<file path="config.mk">
export PLATFORM = sky130hd
export DESIGN_NAME = gef_cmd_queue
export DESIGN_NICKNAME = d
export VERILOG_FILES = /design/src/hw/rtl/gef_pkg.sv /design/src/hw/rtl/gef_cmd_queue.sv
export SDC_FILE = /design/constraint.sdc
export NUM_CORES = 1
export LEC_CHECK = 0
export BUFFER_PORTS_ARGS = -buffer_cell sky130_fd_sc_hd__buf_2
export CAP_MARGIN = 0
export CORE_UTILIZATION = 47
export DETAILED_ROUTE_END_ITERATION = 12
export PLACE_DENSITY = 0.76
export SLEW_MARGIN = 20
export SYNTH_ARGS = -nofsm -noshare
export SYNTH_HDL_FRONTEND = slang
export SYNTH_SLANG_ARGS = --single-unit
</file>
<file path="constraint.sdc">
create_clock -name clk -period 2.8 [get_ports clk]
set_input_delay 0 -clock clk [delete_from_list [all_inputs] [get_ports clk]]
set_output_delay 0 -clock clk [all_outputs]
set_load 0.01 [all_outputs]
</file>
<file path="src/hw/rtl/gef_pkg.sv">
// Shared constants, codes and types of the GPIO edge-event ring.
package gef_pkg;

    localparam int RING_DEPTH  = 512;
    localparam int PTR_W       = $clog2(RING_DEPTH);
    localparam int LINE_COUNT  = 64;
    localparam int MAX_BURST   = 64;
    localparam int LINE_W      = 6;
    localparam int STAMP_W     = 32;
    localparam int CNT_W       = 7;
    localparam int MASK_W      = 64;
    localparam int APB_ADDR_W  = 4;
    localparam int QUEUE_DEPTH = 2;
    localparam int QPTR_W      = $clog2(QUEUE_DEPTH);
    localparam int QCNT_W      = $clog2(QUEUE_DEPTH + 1);
    localparam int OUT_DEPTH   = 2;

    localparam logic [1:0] MODE_EDGE = 2'd0;
    localparam logic [1:0] MODE_READ = 2'd1;
    localparam logic [1:0] MODE_TICK = 2'd2;

    localparam logic [1:0] STATUS_OK      = 2'd0;
    localparam logic [1:0] STATUS_EMPTY   = 2'd1;
    localparam logic [1:0] STATUS_INVALID = 2'd2;

    localparam logic REG_RISE_MASK = 1'b0;
    localparam logic REG_FALL_MASK = 1'b1;

    typedef struct packed {
        logic               is_read;
        logic [STAMP_W-1:0] stamp;
        logic [LINE_W-1:0]  line;
        logic               level;
        logic [CNT_W-1:0]   count;
    } gef_cmd_t;

    typedef struct packed {
        logic               level;
        logic [LINE_W-1:0]  line;
        logic [STAMP_W-1:0] stamp;
    } gef_entry_t;

    typedef struct packed {
        logic [1:0]         status;
        logic [STAMP_W-1:0] stamp;
        logic [LINE_W-1:0]  line;
        logic               level;
        logic               last;
        logic               more;
    } gef_res_t;

    typedef struct packed {
        logic     valid;
        gef_cmd_t cmd;
    } gef_cmd_push_t;

endpackage

</file>
<file path="src/hw/rtl/gef_cmd_queue.sv">
// Short command queue between front end and ring back end.
module gef_cmd_queue (
    input  logic                   clk,
    input  logic                   rst_n,
    input  gef_pkg::gef_cmd_push_t push,
    output logic                   full,
    input  logic                   pop,
    output logic                   head_valid,
    output gef_pkg::gef_cmd_t      head
);

    gef_pkg::gef_cmd_t           slot_reg [gef_pkg::QUEUE_DEPTH];
    logic [gef_pkg::QPTR_W-1:0]  wr_reg, wr_next;
    logic [gef_pkg::QPTR_W-1:0]  rd_reg, rd_next;
    logic [gef_pkg::QCNT_W-1:0]  cnt_reg, cnt_next;
    logic                        do_push;
    logic                        do_pop;

    assign full       = (32'(cnt_reg) == gef_pkg::QUEUE_DEPTH);
    assign head_valid = (cnt_reg != '0);
    assign head       = slot_reg[rd_reg];
    assign do_push    = push.valid && !full;
    assign do_pop     = pop && head_valid;

    always_comb
    begin
        wr_next  = wr_reg;
        rd_next  = rd_reg;
        cnt_next = cnt_reg;
        if (do_push)
        begin
            wr_next = (32'(wr_reg) == gef_pkg::QUEUE_DEPTH - 1) ? '0 : wr_reg + 1'b1;
        end
        if (do_pop)
        begin
            rd_next = (32'(rd_reg) == gef_pkg::QUEUE_DEPTH - 1) ? '0 : rd_reg + 1'b1;
        end
        case ({do_push, do_pop})
            2'b10:   cnt_next = cnt_reg + 1'b1;
            2'b01:   cnt_next = cnt_reg - 1'b1;
            default: cnt_next = cnt_reg;
        endcase
    end

    always_ff @(posedge clk)
    begin
        if (do_push)
        begin
            slot_reg[wr_reg] <= push.cmd;
        end
    end

    always_ff @(posedge clk or negedge rst_n)
    begin
        if (!rst_n)
        begin
            wr_reg  <= '0;
            rd_reg  <= '0;
            cnt_reg <= '0;
        end
        else
        begin
            wr_reg  <= wr_next;
            rd_reg  <= rd_next;
            cnt_reg <= cnt_next;
        end
    end

endmodule

</file>
# Word-level counts from Yosys, hierarchy flattened
# Memory sizes are Yosys's and may differ from the RTL's.
# Cells that the tools add are included.
# Widths: inputs -> output; s select.
[word_totals] ram_bits=94 in_bits=51 rom_bits=0 latch_bits=0 reg_bits=4 mem_count=1 out_inout_bits=49
[memory_table] memory="slot_reg" words=2 width=47 rd=1 rd_ports_with_merged_regs=0 write_ports=1 line="gef_cmd_queue.sv:12" source="gef_pkg::gef_cmd_t slot_reg [gef_pkg::QUEUE_DEPTH];"
[op_classes] n_shift=0 reduce_logical=5 magnitude_cmp=0 bitwise=0 multipliers=0 n_div=0 eq_ne=3 muxes=5 addsub=4
[ops] operator="$eq 2x2->1 const B" n=2
[ops] operator="$mux 1" n=4
[ops] operator="$pmux 2 s2" n=1
[ops] operator="$reduce_bool 2->1" n=2
[ops] operator="$add 1x1->1 const B" n=2
[ops] operator="$add 2x1->2 const B" n=1
[ops] operator="$eq 2x1->1 const B" n=1
[ops] operator="$logic_and 1x1->1" n=2
[ops] operator="$sub 2x1->2 const B" n=1
[ops] operator="$logic_not 1->1" n=1

# Depth between registers and ports, before layout
[depth] depth_word=5 ltp_mapped=6

# Worst setup path after synthesis
# Ideal clock, no wire load.
[synth_path] path_type="reg2reg" from="register cnt_reg[0] in the netlist's numbering" to="memory slot_reg[0][0] in the netlist's numbering, enable pin" slack_ns=-0.255 period_less_slack_ns=3.055 arrival_ns=2.604 setup_ns=0.452 stages_incl_launch_ff=4 cell_sequence="dfrtp_1 -> nand2b_1 -> nand2_1 -> nor2_1"
[synth_via] elab_chain_len=5
[synth_lines] element="from (decl)" line="gef_cmd_queue.sv:15" source="logic [gef_pkg::QCNT_W-1:0] cnt_reg, cnt_next;"
[synth_lines] element="from (signal assigned)" line="gef_cmd_queue.sv:65" source="cnt_reg <= cnt_next;"
[synth_lines] element="$eq 2x2->1" line="gef_cmd_queue.sv:19" source="assign full = (32'(cnt_reg) == gef_pkg::QUEUE_DEPTH);"
[synth_lines] element="$logic_not 1->1" line="gef_cmd_queue.sv:22" source="assign do_push = push.valid && !full;"
[synth_lines] element="$logic_and 1x1->1" line="gef_cmd_queue.sv:22"
[synth_lines] element="$mux 1" line="gef_cmd_queue.sv:47" source="if (do_push)"
[synth_lines] element="$mux 1 (not written as such)" line="gef_cmd_queue.sv:49" source="slot_reg[wr_reg] <= push.cmd;"
[synth_lines] element="to (decl)" line="gef_cmd_queue.sv:12"
# No other way between the ends.

==> flow_summary.yaml <==
synth:
  yosys_warnings: 0
  synth_top_family_by_area: "multiplexers"
  synth_cells: 164
  syn_area_per_cell_um2: 22.38
  ys_seq_area_share_pct: 79.65
  synth_compound_area_share_pct: 0
  syn_nets: 216
  netlist_area_mm2: 0.003670
  synth_seq_cells: 98
  synth_xor_area_share_pct: 1.193
  yosys.area_share.adder_pct: 0.3409
  yosys.area_share.simple_pct: 1.057
  synth.distinct_cells: 16
  synth_mux_area_share_pct: 16.47
clocking:
  htree_num_levels: 3
  clock_sinks: 98
  clk_pin_slew_ns: 0.08
  cts-root-buf: "clkbuf_8"
  tritoncts: "built"
  cts_buffer_depth: 2
  clk_latency_ns: 0.34
  numCtsBuffers: 9
critical_path:
  critPathCaptureType: "output pin"
  cpPeakStageDelay_ns: 0.80
  path_class: "reg -> out"
  crit_start: "rd_reg"
  path_max_fanout: 28
  cpMaxStageDelayCell: "dfrtp_2"
  cp_cell_sequence: "buf_4, mux2_4, buf_2"
  worst-path-buf-inv: 2
  r2r_start: "cnt_reg[0]"
  crit_family: "flip-flops"
  crit_arrival_ns: 2.00
  start_kind: "register"
  cp.required_ns: 2.80
cells_and_area:
  fin_nets: 375
  drive_gt1_share_pct: 50.91
  syn_to_final_growth_pct: 36.14
  regArea_mm2: 0.002924
  final_cell_mix: "buf_2 (99), edfxtp_1 (94), dlygate4sd3_1 (50), mux2_2 (27), mux2_4 (20)"
  largest_reg_flops: 94
  layout_commonest_cell: "buf_2"
  multi_input_area_um2: 708.2
  n_antenna_cell: 0
  fin_util_pct: 67.44
  fill_cells: 513
power_and_ir_drop:
  leakage_nw: 1.954
  power.density_mw_per_mm2: 903.4
  vdd_ir_drop_max_uv: 532.6
routing:
  drc: 0
  dr.max_layer_used: "met4"
  route.met2.wl_mm: 3.604
  drtAntennaViolNets: 0
  routed_wl_mm: 6.522
  dr.pass1.iters: 4
  via_per_inst: 4.721
  dr.first_iter.drc_count: 62
  met1_length_mm: 2.536
  wl_per_cell_um: 15.27
  dr_total_vias: 2016
  route.met3.wl_um: 274
placement:
  gp_congestion: 0.7289
  dp_hpwl_mm: 4.097
  portBuffers: 99
floorplan:
  die_area_mm2: 0.008166
  start_util_pct: 49.54
  rows: 31
  die_y_um: 90.37
  core_area_mm2: 0.007408
  dieWidth_um: 90.37
  num_io_pins: 100
sta:
  final-hold-violation-count: 0
  drv_slew: 0
  finalCriticalPeriod_ns: 1.998
  max_freq_mhz: 500.5
  grt_setup_unrepaired: "false"
  max-slew-margin-rel_pct: 56.08
  period_share_pct: 71.36
  setup_viol: 0
  tightest_slew_ns: 0.6587
  setup_tns_ns: 0
  timing.clock.skew_ns: 0.005763
global_route:
  overflow: 0
  grt_pass1_wl_mm: 9.818
  antenna_found_initial: 0
  grt_pass1_vias: 2085
  gr-usage-all-layers_pct: 16.27
  grt_max_degree: 41
run:
  cap_viol_max_count: 0
status:
  run_status: "finished, final reports clean"
worst_hold_path:
  hold_start: "push[47]"
  hp-class: "in -> reg"
==> path summary, 6_finish.rpt <==
| path | cells past startpoint | slack (ns) | end |
|---|---|---|---|
| worst min register to register | 1 | 0.51 | cnt_reg[1] |
| worst max-delay path | 3 | 0.80 | head[5] |
| min in group asynchronous | 3 | 0.60 | cnt_reg[1] |
| max in group asynchronous | 3 | 2.01 | rd_reg |
| worst min-delay path | 3 | 0.05 | wr_reg |
| worst max register to register | 3 | 1.12 | slot_reg[1][21] |
==> metrics by stage <==
step	setup WS [ns]	cell area [um2]	std cells	power, mW	hold slack, ns
after floorplan	0.5252	3672	164	3.153	-0.2956
after global placement	1.150	4310	361	3.634	-0.1916
after detailed placement	1.114	4310	361	3.667	-0.1814
after CTS	0.7812	4996	427	4.556	0.03624
after global routing	0.6913	4996	427	4.729	0.06012
final	0.8020	4996	427	4.514	0.04828
==> tightest hold or removal path, cell delays in order <==
cell	delay, ns
buf_2	0.10
nand2_1	0.15
xnor2_1	0.09
==> cell usage after synthesis <==
cell type | instances | area share [%]
edfxtp_1 | 94 | 77
nand2_1 | 1 | 0.10
nor2_1 | 2 | 0.20
xor2_1 | 2 | 0.48
ha_1 | 1 | 0.34
mux2_2 | 27 | 8.3
or2_1 | 1 | 0.17
buf_2 | 2 | 0.27
buf_6 | 3 | 0.92
mux2_4 | 20 | 8.2
inv_1 | 1 | 0.10
xnor2_1 | 3 | 0.72
and2_4 | 1 | 0.24
dfrtp_1 | 4 | 2.7
and3_1 | 1 | 0.17
nand2b_1 | 1 | 0.17
==> cell families after synthesis <==
family	after synthesis
buf+inv	6
fa+ha+maj	1
flops	98
xor+xnor	5
mux	47
simple gates	7
==> per-layer routing <==
| layer | global-route usage [%] | vias up |
|---|---|---|
| met5 | 0 | - |
| met4 | 6.048 | 0 |
| met3 | 4.125 | 8 |
| met2 | 31.11 | 62 |
| met1 | 16.97 | 992 |
| li1 | - | 954 |
==> cell type report <==
cell class,count,area share [%]
well taps,99,2.479
clock inverters,6,1.152
clock buffers,10,2.554
inverters,1,0.07513
repair buffers,153,21.04
flip-flops and latches,98,58.53
multi-input cells,60,14.17
==> power breakdown <==
part	leakage [nW]	internal (mW)	switching, mW
clock	0.0874	0.406	0.432
combinational	0.948	0.792	0.704
sequential	0.919	2.00	0.176
==> timing repair <==
| item | in CTS | in global routing |
|---|---|---|
| hold buffers | 50 | 0 |
| gates resized for setup | 0 | 0 |
| hold endpoints to repair | 99 | 0 |
| buffers inserted | 0 | 0 |
(Power assumes the default switching activity.)
