===== config.mk =====
export PLATFORM = sky130hd
export DESIGN_NAME = gef_front_flat
export DESIGN_NICKNAME = d
export VERILOG_FILES = /design/src/hw/rtl/gef_pkg.sv /design/src/hw/rtl/gef_if.sv /design/src/hw/rtl/gef_front.sv /design/src/flat_wrapper.sv
export SDC_FILE = /design/constraint.sdc
export NUM_CORES = 1
export LEC_CHECK = 0
export BUFFER_PORTS_ARGS = -buffer_cell sky130_fd_sc_hd__buf_4
export CELL_PAD_IN_SITES_DETAIL_PLACEMENT = 1
export CELL_PAD_IN_SITES_GLOBAL_PLACEMENT = 2
export CORE_AREA = 2 2 149 151
export CTS_BUF_LIST = sky130_fd_sc_hd__clkbuf_16
export DETAILED_ROUTE_END_ITERATION = 6
export DIE_AREA = 0 0 151 153
export PLACE_DENSITY_LB_ADDON = 0.1
export SKIP_CTS_REPAIR_TIMING = 1
export SYNTH_ARGS = -nofsm -noshare
export SYNTH_HDL_FRONTEND = slang
export SYNTH_SLANG_ARGS = --single-unit
export TNS_END_PERCENT = 20

===== constraint.sdc =====
create_clock -name clk -period 6.95 [get_ports clk]
set_clock_uncertainty 0.15 [all_clocks]
set_input_delay 1.39 -clock clk [delete_from_list [all_inputs] [get_ports clk]]
set_output_delay 1.39 -clock clk [all_outputs]
set_load 0.05 [all_outputs]

===== src/hw/rtl/gef_pkg.sv =====
// Shared constants, codes and types of the GPIO edge-event ring.
package gef_pkg;

    localparam int RING_DEPTH  = 512;
    localparam int PTR_W       = $clog2(RING_DEPTH);
    localparam int LINE_COUNT  = 64;
    localparam int MAX_BURST   = 64;
    localparam int LINE_W      = 6;
    localparam int STAMP_W     = 32;
    localparam int CNT_W       = 7;
    localparam int MASK_W      = 64;
    localparam int APB_ADDR_W  = 4;
    localparam int QUEUE_DEPTH = 2;
    localparam int QPTR_W      = $clog2(QUEUE_DEPTH);
    localparam int QCNT_W      = $clog2(QUEUE_DEPTH + 1);
    localparam int OUT_DEPTH   = 2;

    localparam logic [1:0] MODE_EDGE = 2'd0;
    localparam logic [1:0] MODE_READ = 2'd1;
    localparam logic [1:0] MODE_TICK = 2'd2;

    localparam logic [1:0] STATUS_OK      = 2'd0;
    localparam logic [1:0] STATUS_EMPTY   = 2'd1;
    localparam logic [1:0] STATUS_INVALID = 2'd2;

    localparam logic REG_RISE_MASK = 1'b0;
    localparam logic REG_FALL_MASK = 1'b1;

    typedef struct packed {
        logic               is_read;
        logic [STAMP_W-1:0] stamp;
        logic [LINE_W-1:0]  line;
        logic               level;
        logic [CNT_W-1:0]   count;
    } gef_cmd_t;

    typedef struct packed {
        logic               level;
        logic [LINE_W-1:0]  line;
        logic [STAMP_W-1:0] stamp;
    } gef_entry_t;

    typedef struct packed {
        logic [1:0]         status;
        logic [STAMP_W-1:0] stamp;
        logic [LINE_W-1:0]  line;
        logic               level;
        logic               last;
        logic               more;
    } gef_res_t;

    typedef struct packed {
        logic     valid;
        gef_cmd_t cmd;
    } gef_cmd_push_t;

endpackage


===== src/hw/rtl/gef_if.sv =====
// Stream interfaces for input items and result words.
interface gef_item_if;
    logic                        valid;
    logic                        ready;
    logic [1:0]                  mode;
    logic [gef_pkg::LINE_W-1:0]  pin_index;
    logic                        pin_level;
    logic [gef_pkg::CNT_W-1:0]   read_count;

    modport source (output valid, mode, pin_index, pin_level, read_count, input ready);
    modport sink   (input valid, mode, pin_index, pin_level, read_count, output ready);
endinterface



===== src/hw/rtl/gef_front.sv =====
// Front end: accept items, keep the microsecond counter and arm masks, classify edges.
module gef_front (
    input  logic                             clk,
    input  logic                             rst_n,
    gef_item_if.sink                         item,
    input  logic                             psel,
    input  logic                             penable,
    input  logic                             pwrite,
    input  logic [gef_pkg::APB_ADDR_W-1:0]   paddr,
    input  logic [gef_pkg::MASK_W-1:0]       pwdata,
    output logic [gef_pkg::MASK_W-1:0]       prdata,
    output logic                             pready,
    input  logic                             queue_full,
    output gef_pkg::gef_cmd_push_t           push
);

    logic [gef_pkg::MASK_W-1:0]  rise_mask_reg, rise_mask_next;
    logic [gef_pkg::MASK_W-1:0]  fall_mask_reg, fall_mask_next;
    logic [gef_pkg::STAMP_W-1:0] usec_reg, usec_next;
    logic                        accept;
    logic                        cfg_write;
    logic                        line_ok;
    logic                        armed;
    logic [gef_pkg::MASK_W-1:0]  arm;

    assign pready    = 1'b1;
    assign cfg_write = psel && penable && pwrite;
    assign prdata    = (paddr[3] == gef_pkg::REG_FALL_MASK) ? fall_mask_reg : rise_mask_reg;

    assign item.ready = !queue_full;
    assign accept     = item.valid && item.ready;

    assign arm     = item.pin_level ? rise_mask_reg : fall_mask_reg;
    assign line_ok = 32'(item.pin_index) < gef_pkg::LINE_COUNT;
    assign armed   = line_ok && arm[item.pin_index];

    always_comb
    begin
        rise_mask_next = rise_mask_reg;
        fall_mask_next = fall_mask_reg;
        usec_next      = usec_reg;
        if (cfg_write)
        begin
            if (paddr[3] == gef_pkg::REG_RISE_MASK)
            begin
                rise_mask_next = pwdata;
            end
            else
            begin
                fall_mask_next = pwdata;
            end
        end
        if (accept && item.mode == gef_pkg::MODE_TICK)
        begin
            usec_next = usec_reg + 1'b1;
        end
    end

    always_comb
    begin
        push.valid       = 1'b0;
        push.cmd.is_read = (item.mode == gef_pkg::MODE_READ);
        push.cmd.stamp   = usec_reg;
        push.cmd.line    = item.pin_index;
        push.cmd.level   = item.pin_level;
        push.cmd.count   = item.read_count;
        if (accept)
        begin
            case (item.mode)
                gef_pkg::MODE_EDGE: push.valid = armed;
                gef_pkg::MODE_READ: push.valid = 1'b1;
                default:            push.valid = 1'b0;
            endcase
        end
    end

    always_ff @(posedge clk or negedge rst_n)
    begin
        if (!rst_n)
        begin
            rise_mask_reg <= '0;
            fall_mask_reg <= '0;
            usec_reg      <= '0;
        end
        else
        begin
            rise_mask_reg <= rise_mask_next;
            fall_mask_reg <= fall_mask_next;
            usec_reg      <= usec_next;
        end
    end

endmodule


===== src/flat_wrapper.sv =====
// flat-port wrapper written by rule: the top's interface ports become plain ports
module gef_front_flat 
  (clk, rst_n, psel, penable, pwrite, paddr, pwdata, prdata, pready, queue_full, push, item_valid, item_mode, item_pin_index, item_pin_level, item_read_count, item_ready);
  gef_item_if item_i ();
  input  logic clk;
  input  logic rst_n;
  input  logic psel;
  input  logic penable;
  input  logic pwrite;
  input  logic [gef_pkg::APB_ADDR_W-1:0] paddr;
  input  logic [gef_pkg::MASK_W-1:0] pwdata;
  output logic [gef_pkg::MASK_W-1:0] prdata;
  output logic pready;
  input  logic queue_full;
  output gef_pkg::gef_cmd_push_t push;
  input wire logic [$bits(item_i.valid)-1:0] item_valid;
  input wire logic [$bits(item_i.mode)-1:0] item_mode;
  input wire logic [$bits(item_i.pin_index)-1:0] item_pin_index;
  input wire logic [$bits(item_i.pin_level)-1:0] item_pin_level;
  input wire logic [$bits(item_i.read_count)-1:0] item_read_count;
  output wire logic [$bits(item_i.ready)-1:0] item_ready;
  assign item_i.valid = item_valid;
  assign item_i.mode = item_mode;
  assign item_i.pin_index = item_pin_index;
  assign item_i.pin_level = item_pin_level;
  assign item_i.read_count = item_read_count;
  assign item_ready = item_i.ready;
  gef_front u_core (.clk(clk), .rst_n(rst_n), .item(item_i), .psel(psel), .penable(penable), .pwrite(pwrite), .paddr(paddr), .pwdata(pwdata), .prdata(prdata), .pready(pready), .queue_full(queue_full), .push(push));
endmodule

# --- After elaboration in Yosys (flattened, before gate mapping) ---
# Index checks and enable logic that the tools add are counted.
# Widths: inputs -> output; s select.
totals:
  reg_bits: 160
classes:
  eq_ne: 2
  n_bitwise: 1
  n_addsub: 1
  n_reduce_logical: 8
  mux: 6
  order_cmp: 1
op_table:
  columns: ["cell", "n"]
  rows:
  - ["$mux 64", 2]
  - ["$add 32x1->32 const B", 1]
  - ["$lt 6x7->1 const B", 1]
  - ["$bmux 1 s6", 1]
  - ["$logic_and 1x1->1", 4]
  - ["$reduce_and 2->1", 2]
  - ["$eq 2x1->1 const B", 1]
  - ["$eq 2x2->1 const B", 1]
  - ["$logic_not 2->1", 1]
  - ["$mux 1", 2]
  - ["$pmux 1 s2", 1]
  - ["$logic_not 1->1", 1]
  - ["$not 1->1", 1]

# --- Longest topological paths before layout ---
# Gate-level depths: netlist of run 1.
depth:
  word_depth: 5
  depth_mapped: 9
  ltp_nobuf: 6

# --- Worst setup path before layout of run 1 ---
# Ideal clock, no wire load.
synth_timing:
  path_kind: "input to output"
  startpoint: "input item_pin_level"
  endpoint: "output push[47] (netlist name)"
  t_arrival_ns: 3.577
  cell_stages: 8
  n_path_buf: 2
  path_slack_ns: 1.833
  required_ns: 5.410
  cell_sequence: "buf_4 -> buf_6 -> or3b_1 -> o221ai_1 -> a221oi_1 -> o41ai_2 -> o31ai_1 -> a221oi_2"
synth_rtl:
  columns: ["item", "line_no", "rtl"]
  rows:
  - ["start: declaration", "flat_wrapper.sv:19", "input wire logic [$bits(item_i.pin_level)-1:0] item_pin_level;"]
  - ["end: declaration", "flat_wrapper.sv:15", "output gef_pkg::gef_cmd_push_t push;"]

==> results.sh, run 1 <==
export IMPL_wl_per_cell_um=20.90
export IMPL_ys_async_sr_fraction_pct=100.0
export IMPL_htree_levels=4
export IMPL_crit_fanout=43
export IMPL_start_util_pct=38.35
export IMPL_layout_nets=852
export IMPL_final_common_cell="mux2_2"
export IMPL_rrSetupSlack_ns=4.59
export IMPL_synthDistinctLibCells=53
export IMPL_tightest_slew_ns=0.9753
export IMPL_diodes=0
export IMPL_die_h_um=153
export IMPL_grt_pass1_vias=6076
export IMPL_drive_gt1_share_pct=57.85
export IMPL_track_usage_pct=19.45
export IMPL_hpwl_mm=15.07
export IMPL_io_pins=205
export IMPL_gp_congestion=0.7408
export IMPL_maxSlewViolCount=0
export IMPL_synth_top_area_cell="dfrtp_1"
export IMPL_dpl_instance_area_um2=9737
export IMPL_yosys_area_share_xor_xnor_pct=3.295
export IMPL_drc_errors=0
export IMPL_synth_area_um2=8239
export IMPL_yosys_most_used_dff="dfrtp_1"
export IMPL_die_w_um=151
export IMPL_finalHoldViolCount=0
export IMPL_yosys_warnings=0
export IMPL_root_buffer="clkbuf_16"
export IMPL_portBuffers=186
export IMPL_drt_pass1_iter_count=4
export IMPL_synth_simple_gate_area_share_pct=6.424
export IMPL_ys_seq_area_share_pct=48.60
export IMPL_status="finished clean"
export IMPL_synth_compound_area_share_pct=2.415
export IMPL_grt_max_degree=90
export IMPL_gr_total_overflow=0
export IMPL_numCtsBuffers=17
export IMPL_wl_mm=21.97
export IMPL_cp_arrival_ns=3.73
export IMPL_clkTransAtPathRegs_ns=0.06
export IMPL_synth_mux_area_fraction_pct=35.46
export IMPL_vdd_drop_max_uv=161.9
export IMPL_total_power_mw=3.229
export IMPL_synth_adder_area_share_pct=0.1519
export IMPL_grt_pass1_wl_mm=34.49
export IMPL_fin_area_um2=10300
export IMPL_powerDensity_nw_per_um2=313.4
export IMPL_antenna_found_initial=0
export IMPL_routed_via_count=5459
export IMPL_insertion_delay_ns=0.42
export IMPL_cap_violations=0
export IMPL_drt_iter0_markers=201
export IMPL_ys_seq_elements=160
export IMPL_vias_per_cell=5.194
export IMPL_synth_fp_nets=692
export IMPL_endpoint_kind="primary output"
export IMPL_fmaxAchievable_mhz=189.8
export IMPL_hold_class="reg2reg"
export IMPL_ant_nets=0
export IMPL_worst_ep_required_time_ns=5.41
export IMPL_netlist_instances=600
export IMPL_synth_top_area_share_pct=48.60
export IMPL_period_needed_ns=5.269
export IMPL_setup_viol=0
export IMPL_final_setup_tns_ns=0
export IMPL_synth_edf_count=0
export IMPL_synth_avg_cell_area_um2=13.73
export IMPL_slew_headroom_pct=34.98
export IMPL_cts_tree="yes"
export IMPL_cts_max_path_buffers=2
export IMPL_layout_common_cells="mux2_2 (195), buf_4 (188), dfrtp_1 (160)"
export IMPL_synth_top_family_by_area="multiplexers"
export IMPL_cp_start_kind="primary input"
export IMPL_core_um2=21490
export IMPL_dieArea_um2=23100
export IMPL_p_leak_nw=4.704
export IMPL_fin_crit_sh_pct=75.82
export IMPL_area_delta_synth_final_pct=25.04
export IMPL_yosys_top_cells_area="dfrtp_1 (49%), mux2_2 (27%), mux4_2 (6.0%), mux2i_1 (2.8%), xnor2_1 (2.1%)"
export IMPL_critical_path_class="in2out"
export IMPL_rows=54
export IMPL_grt_setup_unrepaired="false"
export IMPL_fin_util_pct=47.95
export IMPL_cts_sinks=160
-- critical path, cell delays in order --
cell	delay (ns)
buf_4	0.60
mux4_2	0.42
mux2_2	0.29
a221oi_1	0.40
o41ai_2	0.16
a21oi_1	0.18
a221oi_2	0.06
buf_4	0.22
-- worst paths after layout --
kind	from	to	depth (start not counted)
max in group asynchronous	rst_n	u_core.fall_mask_reg[59]	2
setup reg to reg	u_core.usec_reg[0]	u_core.usec_reg[31]	6
min in group asynchronous	rst_n	u_core.rise_mask_reg[6]	1
hold / removal	u_core.usec_reg[31]	u_core.usec_reg[31]	1
hold reg to reg	u_core.usec_reg[31]	u_core.usec_reg[31]	1
setup / recovery	item_pin_index[0]	push[47]	8
-- metrics by stage --
step                      hold slack, ns  instances  setup WS [ns]
final                             0.3234       1051          1.681
after global routing              0.3551       1051          1.504
after CTS                         0.3337       1051          1.641
after detailed placement          0.3208       1021          1.643
after global placement            0.3103       1021          1.676
after floorplan                   0.3406        600          1.833
-- kinds of logic after synthesis --
kind of cell / count (synthesis)
xor+xnor: 31
compound gates: 24
buf+inv: 54
flops: 160
simple gates: 89
other cells: 1
mux: 240
fa+ha+maj: 1
-- synthesized netlist by cell type (all sizes together) (2+ instances only) --
| cell type | count |
|---|---|
| nand3b | 2 |
| nand3 | 16 |
| dfrtp | 160 |
| or3b | 2 |
| nand2 | 28 |
| clkbuf | 24 |
| and3 | 6 |
| xnor2 | 20 |
| nand4b | 2 |
| nor2 | 10 |
| mux2i | 23 |
| and4 | 2 |
| mux2 | 195 |
| a221oi | 2 |
| nand4 | 3 |
| a22oi | 6 |
| buf | 24 |
| inv | 6 |
| xor2 | 11 |
| a21oi | 4 |
| nor3 | 6 |
| and2 | 2 |
| mux4 | 22 |
| nor2b | 3 |
-- area by class of cell --
class,count,area (um2)
inverter,6,22.52
clock inverter,13,140.1
timing repair buffer,189,1423
multi-input combinational,386,3938
tap,280,350.3
clock buffer,17,425.4
fill,2216,11180
sequential,160,4004
-- metal layers --
metal / vias up / routed length, um / GRT usage [%]
met5: - / 0 / 0
met4: 0 / 266 / 4.628
met3: 15 / 1066 / 4.746
met2: 126 / 10950 / 32.45
met1: 2823 / 9683 / 25.53
li1: 2495 / - / -
-- report_power, final --
part           internal, mW  switching (mW)
Clock                 0.526           0.383
Combinational         0.449           0.627
Sequential             1.11           0.137
Total                  2.08            1.15
(Power assumes the default switching activity.)
==> run 2: changes to the inputs <==
Settings changed: ABC_AREA set to 1, CORE_AREA 2 2 149 151 to 2 2 172 174, DIE_AREA 0 0 151 153 to 0 0 174 176.
Clock period 6.95 ns to 5.4 ns, I/O delays scaled along.
==> results.sh, run 2 <==
export IMPL_cts_max_path_buffers=2
export IMPL_wl_per_cell_um=16.23
export IMPL_routed_via_count=7866
export IMPL_layout_nets=1408
export IMPL_grt_pass1_wl_mm=44.93
export IMPL_netlist_instances=1180
export IMPL_multi_input_area_um2=3805
export IMPL_endpoint_kind="primary output"
export IMPL_hold_class="reg2reg"
export IMPL_synth_avg_cell_area_um2=7.215
export IMPL_start_util_pct=29.82
export IMPL_hpwl_mm=18.48
export IMPL_vias_per_cell=4.592
export IMPL_dpl_instance_area_um2=10150
export IMPL_cp_start_kind="primary input"
export IMPL_fin_crit_sh_pct=80.11
export IMPL_die_h_um=176
export IMPL_gp_congestion=0.7400
export IMPL_synth_simple_gate_area_share_pct=33.70
export IMPL_io_pins=205
export IMPL_synth_edf_count=0
export IMPL_drt_pass1_iter_count=4
export IMPL_n_fill_cell=3623
export IMPL_period_needed_ns=4.326
export IMPL_drt_iter0_markers=334
export IMPL_synth_top_area_cell="dfrtp_1"
export IMPL_synth_top_area_share_pct=47.03
export IMPL_rr_startpoint="u_core.usec_reg[0]"
export IMPL_finalHoldViolCount=0
export IMPL_reg2reg_depth=12
export IMPL_gr_total_overflow=0
export IMPL_final_setup_tns_ns=0
export IMPL_whs_endpoint="u_core.usec_reg[28]"
export IMPL_grt_setup_unrepaired="false"
export IMPL_seq_area_um2=4004
export IMPL_powerDensity_nw_per_um2=366.9
export IMPL_crit_fanout=28
export IMPL_yosys_warnings=0
export IMPL_root_buffer="clkbuf_16"
export IMPL_yosys_most_used_dff="dfrtp_1"
export IMPL_area_delta_synth_final_pct=26.32
export IMPL_synth_compound_area_share_pct=7.643
export IMPL_diodes=0
export IMPL_cap_violations=0
export IMPL_wl_mm=27.80
export IMPL_p_leak_nw=5.755
export IMPL_synthDistinctLibCells=25
export IMPL_maxSlewViolCount=0
export IMPL_cts_tree="yes"
export IMPL_dieArea_um2=30620
export IMPL_tightest_slew_ns=0.9345
export IMPL_grt_max_degree=93
export IMPL_synth_adder_area_share_pct=0.1470
export IMPL_ys_top_cells_by_count="nand2_1 (520), dfrtp_1 (160), o21ai_0 (130)"
export IMPL_ys_seq_area_share_pct=47.03
export IMPL_cp_arrival_ns=3.10
export IMPL_numCtsBuffers=17
export IMPL_hold_start="u_core.usec_reg[28]"
export IMPL_hold_depth=1
export IMPL_setup_viol=0
export IMPL_critical_path_class="in2out"
export IMPL_synth_area_um2=8513
export IMPL_drive_gt1_share_pct=18.89
export IMPL_ant_nets=0
export IMPL_ys_async_sr_fraction_pct=100.0
export IMPL_worst_ep_required_time_ns=4.17
export IMPL_yosys_area_share_xor_xnor_pct=2.984
export IMPL_ys_seq_elements=160
export IMPL_synth_top_family_by_area="simple AND/OR/NAND/NOR gates"
export IMPL_cts_sinks=160
export IMPL_core_um2=28550
export IMPL_final_common_cell="nand2_1"
export IMPL_clkTransAtPathRegs_ns=0.07
export IMPL_drc_errors=0
export IMPL_yosys_top_cells_area="dfrtp_1 (47%), nand2_1 (23%), o21ai_0 (7.6%), nand3_1 (7.0%), inv_1 (3.9%)"
export IMPL_rows=62
export IMPL_portBuffers=186
export IMPL_htree_levels=4
export IMPL_r2r_end="u_core.usec_reg[30]"
export IMPL_yosys_cell_count_top_type="nand2_1"
export IMPL_antenna_found_initial=0
export IMPL_synth_mux_area_fraction_pct=0
export IMPL_layout_common_cells="nand2_1 (518), buf_4 (195), dfrtp_1 (160)"
export IMPL_grt_pass1_vias=8108
export IMPL_track_usage_pct=18.66
export IMPL_fin_area_um2=10750
export IMPL_synth_fp_nets=1272
export IMPL_slew_headroom_pct=37.70
export IMPL_insertion_delay_ns=0.43
export IMPL_status="finished clean"
export IMPL_vdd_drop_max_uv=209.4
export IMPL_fmaxAchievable_mhz=231.2
export IMPL_rrSetupSlack_ns=3.42
export IMPL_die_w_um=174
==> run 2: how the worst max path moves through the flow <==
stage | start | to | slack [ns] | cells past startpoint
CTS | item_pin_level | push[47] | 0.93 | 16
finish | item_pin_level | push[47] | 1.07 | 16
global route | item_pin_level | push[47] | 0.73 | 16
global placement | item_pin_level | push[47] | 0.96 | 16
detailed placement | item_pin_level | push[47] | 0.96 | 16
floorplan | item_pin_index[1] | push[47] | 1.69 | 13
==> run 2: cell type report <==
cell class / count / share of cell area [%]
Clock inverter: 15 / 1.664
Timing Repair Buffer: 198 / 14.09
Tap cell: 384 / 4.468
Sequential cell: 160 / 37.23
Multi-Input combinational cell: 847 / 35.38
Inverter: 92 / 3.211
Clock buffer: 17 / 3.956
==> run 2: critical path: stages <==
cell	delay, ns
buf_4	0.12
inv_2	0.43
buf_4	0.31
nand2_1	0.07
nand3_1	0.07
nand3_1	0.09
nand2_1	0.13
nand2_1	0.07
nand3_1	0.07
nand3_1	0.08
nand2_1	0.14
nand2_1	0.07
nand3_1	0.08
nand2_1	0.05
inv_1	0.04
buf_4	0.18
==> run 2: layer usage <==
| layer | share of wire, % | track usage [%] | vias to the layer above | routed length [um] |
|---|---|---|---|---|
| met1 | 48 | 25.22 | 3761 | 13400 |
| li1 | - | - | 3956 | - |
| met4 | 0.87 | 3.782 | 0 | 242 |
| met5 | 0 | 0 | - | 0 |
| met3 | 3.4 | 2.799 | 17 | 943 |
| met2 | 48 | 31.87 | 132 | 13210 |
==> run 2: cells by family (layout without fill, tap and decap cells) <==
group                    Yosys count  after routing
AND/OR/NAND/NOR                  686            686
buffers and inverters            173            322
flip-flops                       160            160
AO/OA/AOI/OAI                    130            130
XOR/XNOR                          29             29
adder cells (fa/ha/maj)            1              1
other                              1              1
==> run 2: power breakdown <==
| part | internal, mW | switching (mW) | leakage [nW] |
|---|---|---|---|
| combinational | 0.359 | 0.767 | 3.43 |
| clock | 0.700 | 0.563 | 0.300 |
| sequential | 1.39 | 0.163 | 2.03 |
| total | 2.45 | 1.49 | 5.76 |
==> run 2: stage by stage <==
stage	setup WS (ns)	instances	utilization [%]	hold slack [ns]	total power, mW
6_report	1.074	1713	37.67	0.3456	3.945
5_1_grt	0.7323	1713	37.67	0.3805	4.184
4_1_cts	0.9337	1713	37.67	0.3571	4.008
3_5_place_dp	0.9560	1681	35.55	0.3442	2.727
3_3_place_gp	0.9570	1681	35.55	0.3447	2.705
2_1_floorplan	1.688	1180	-	0.3245	2.330
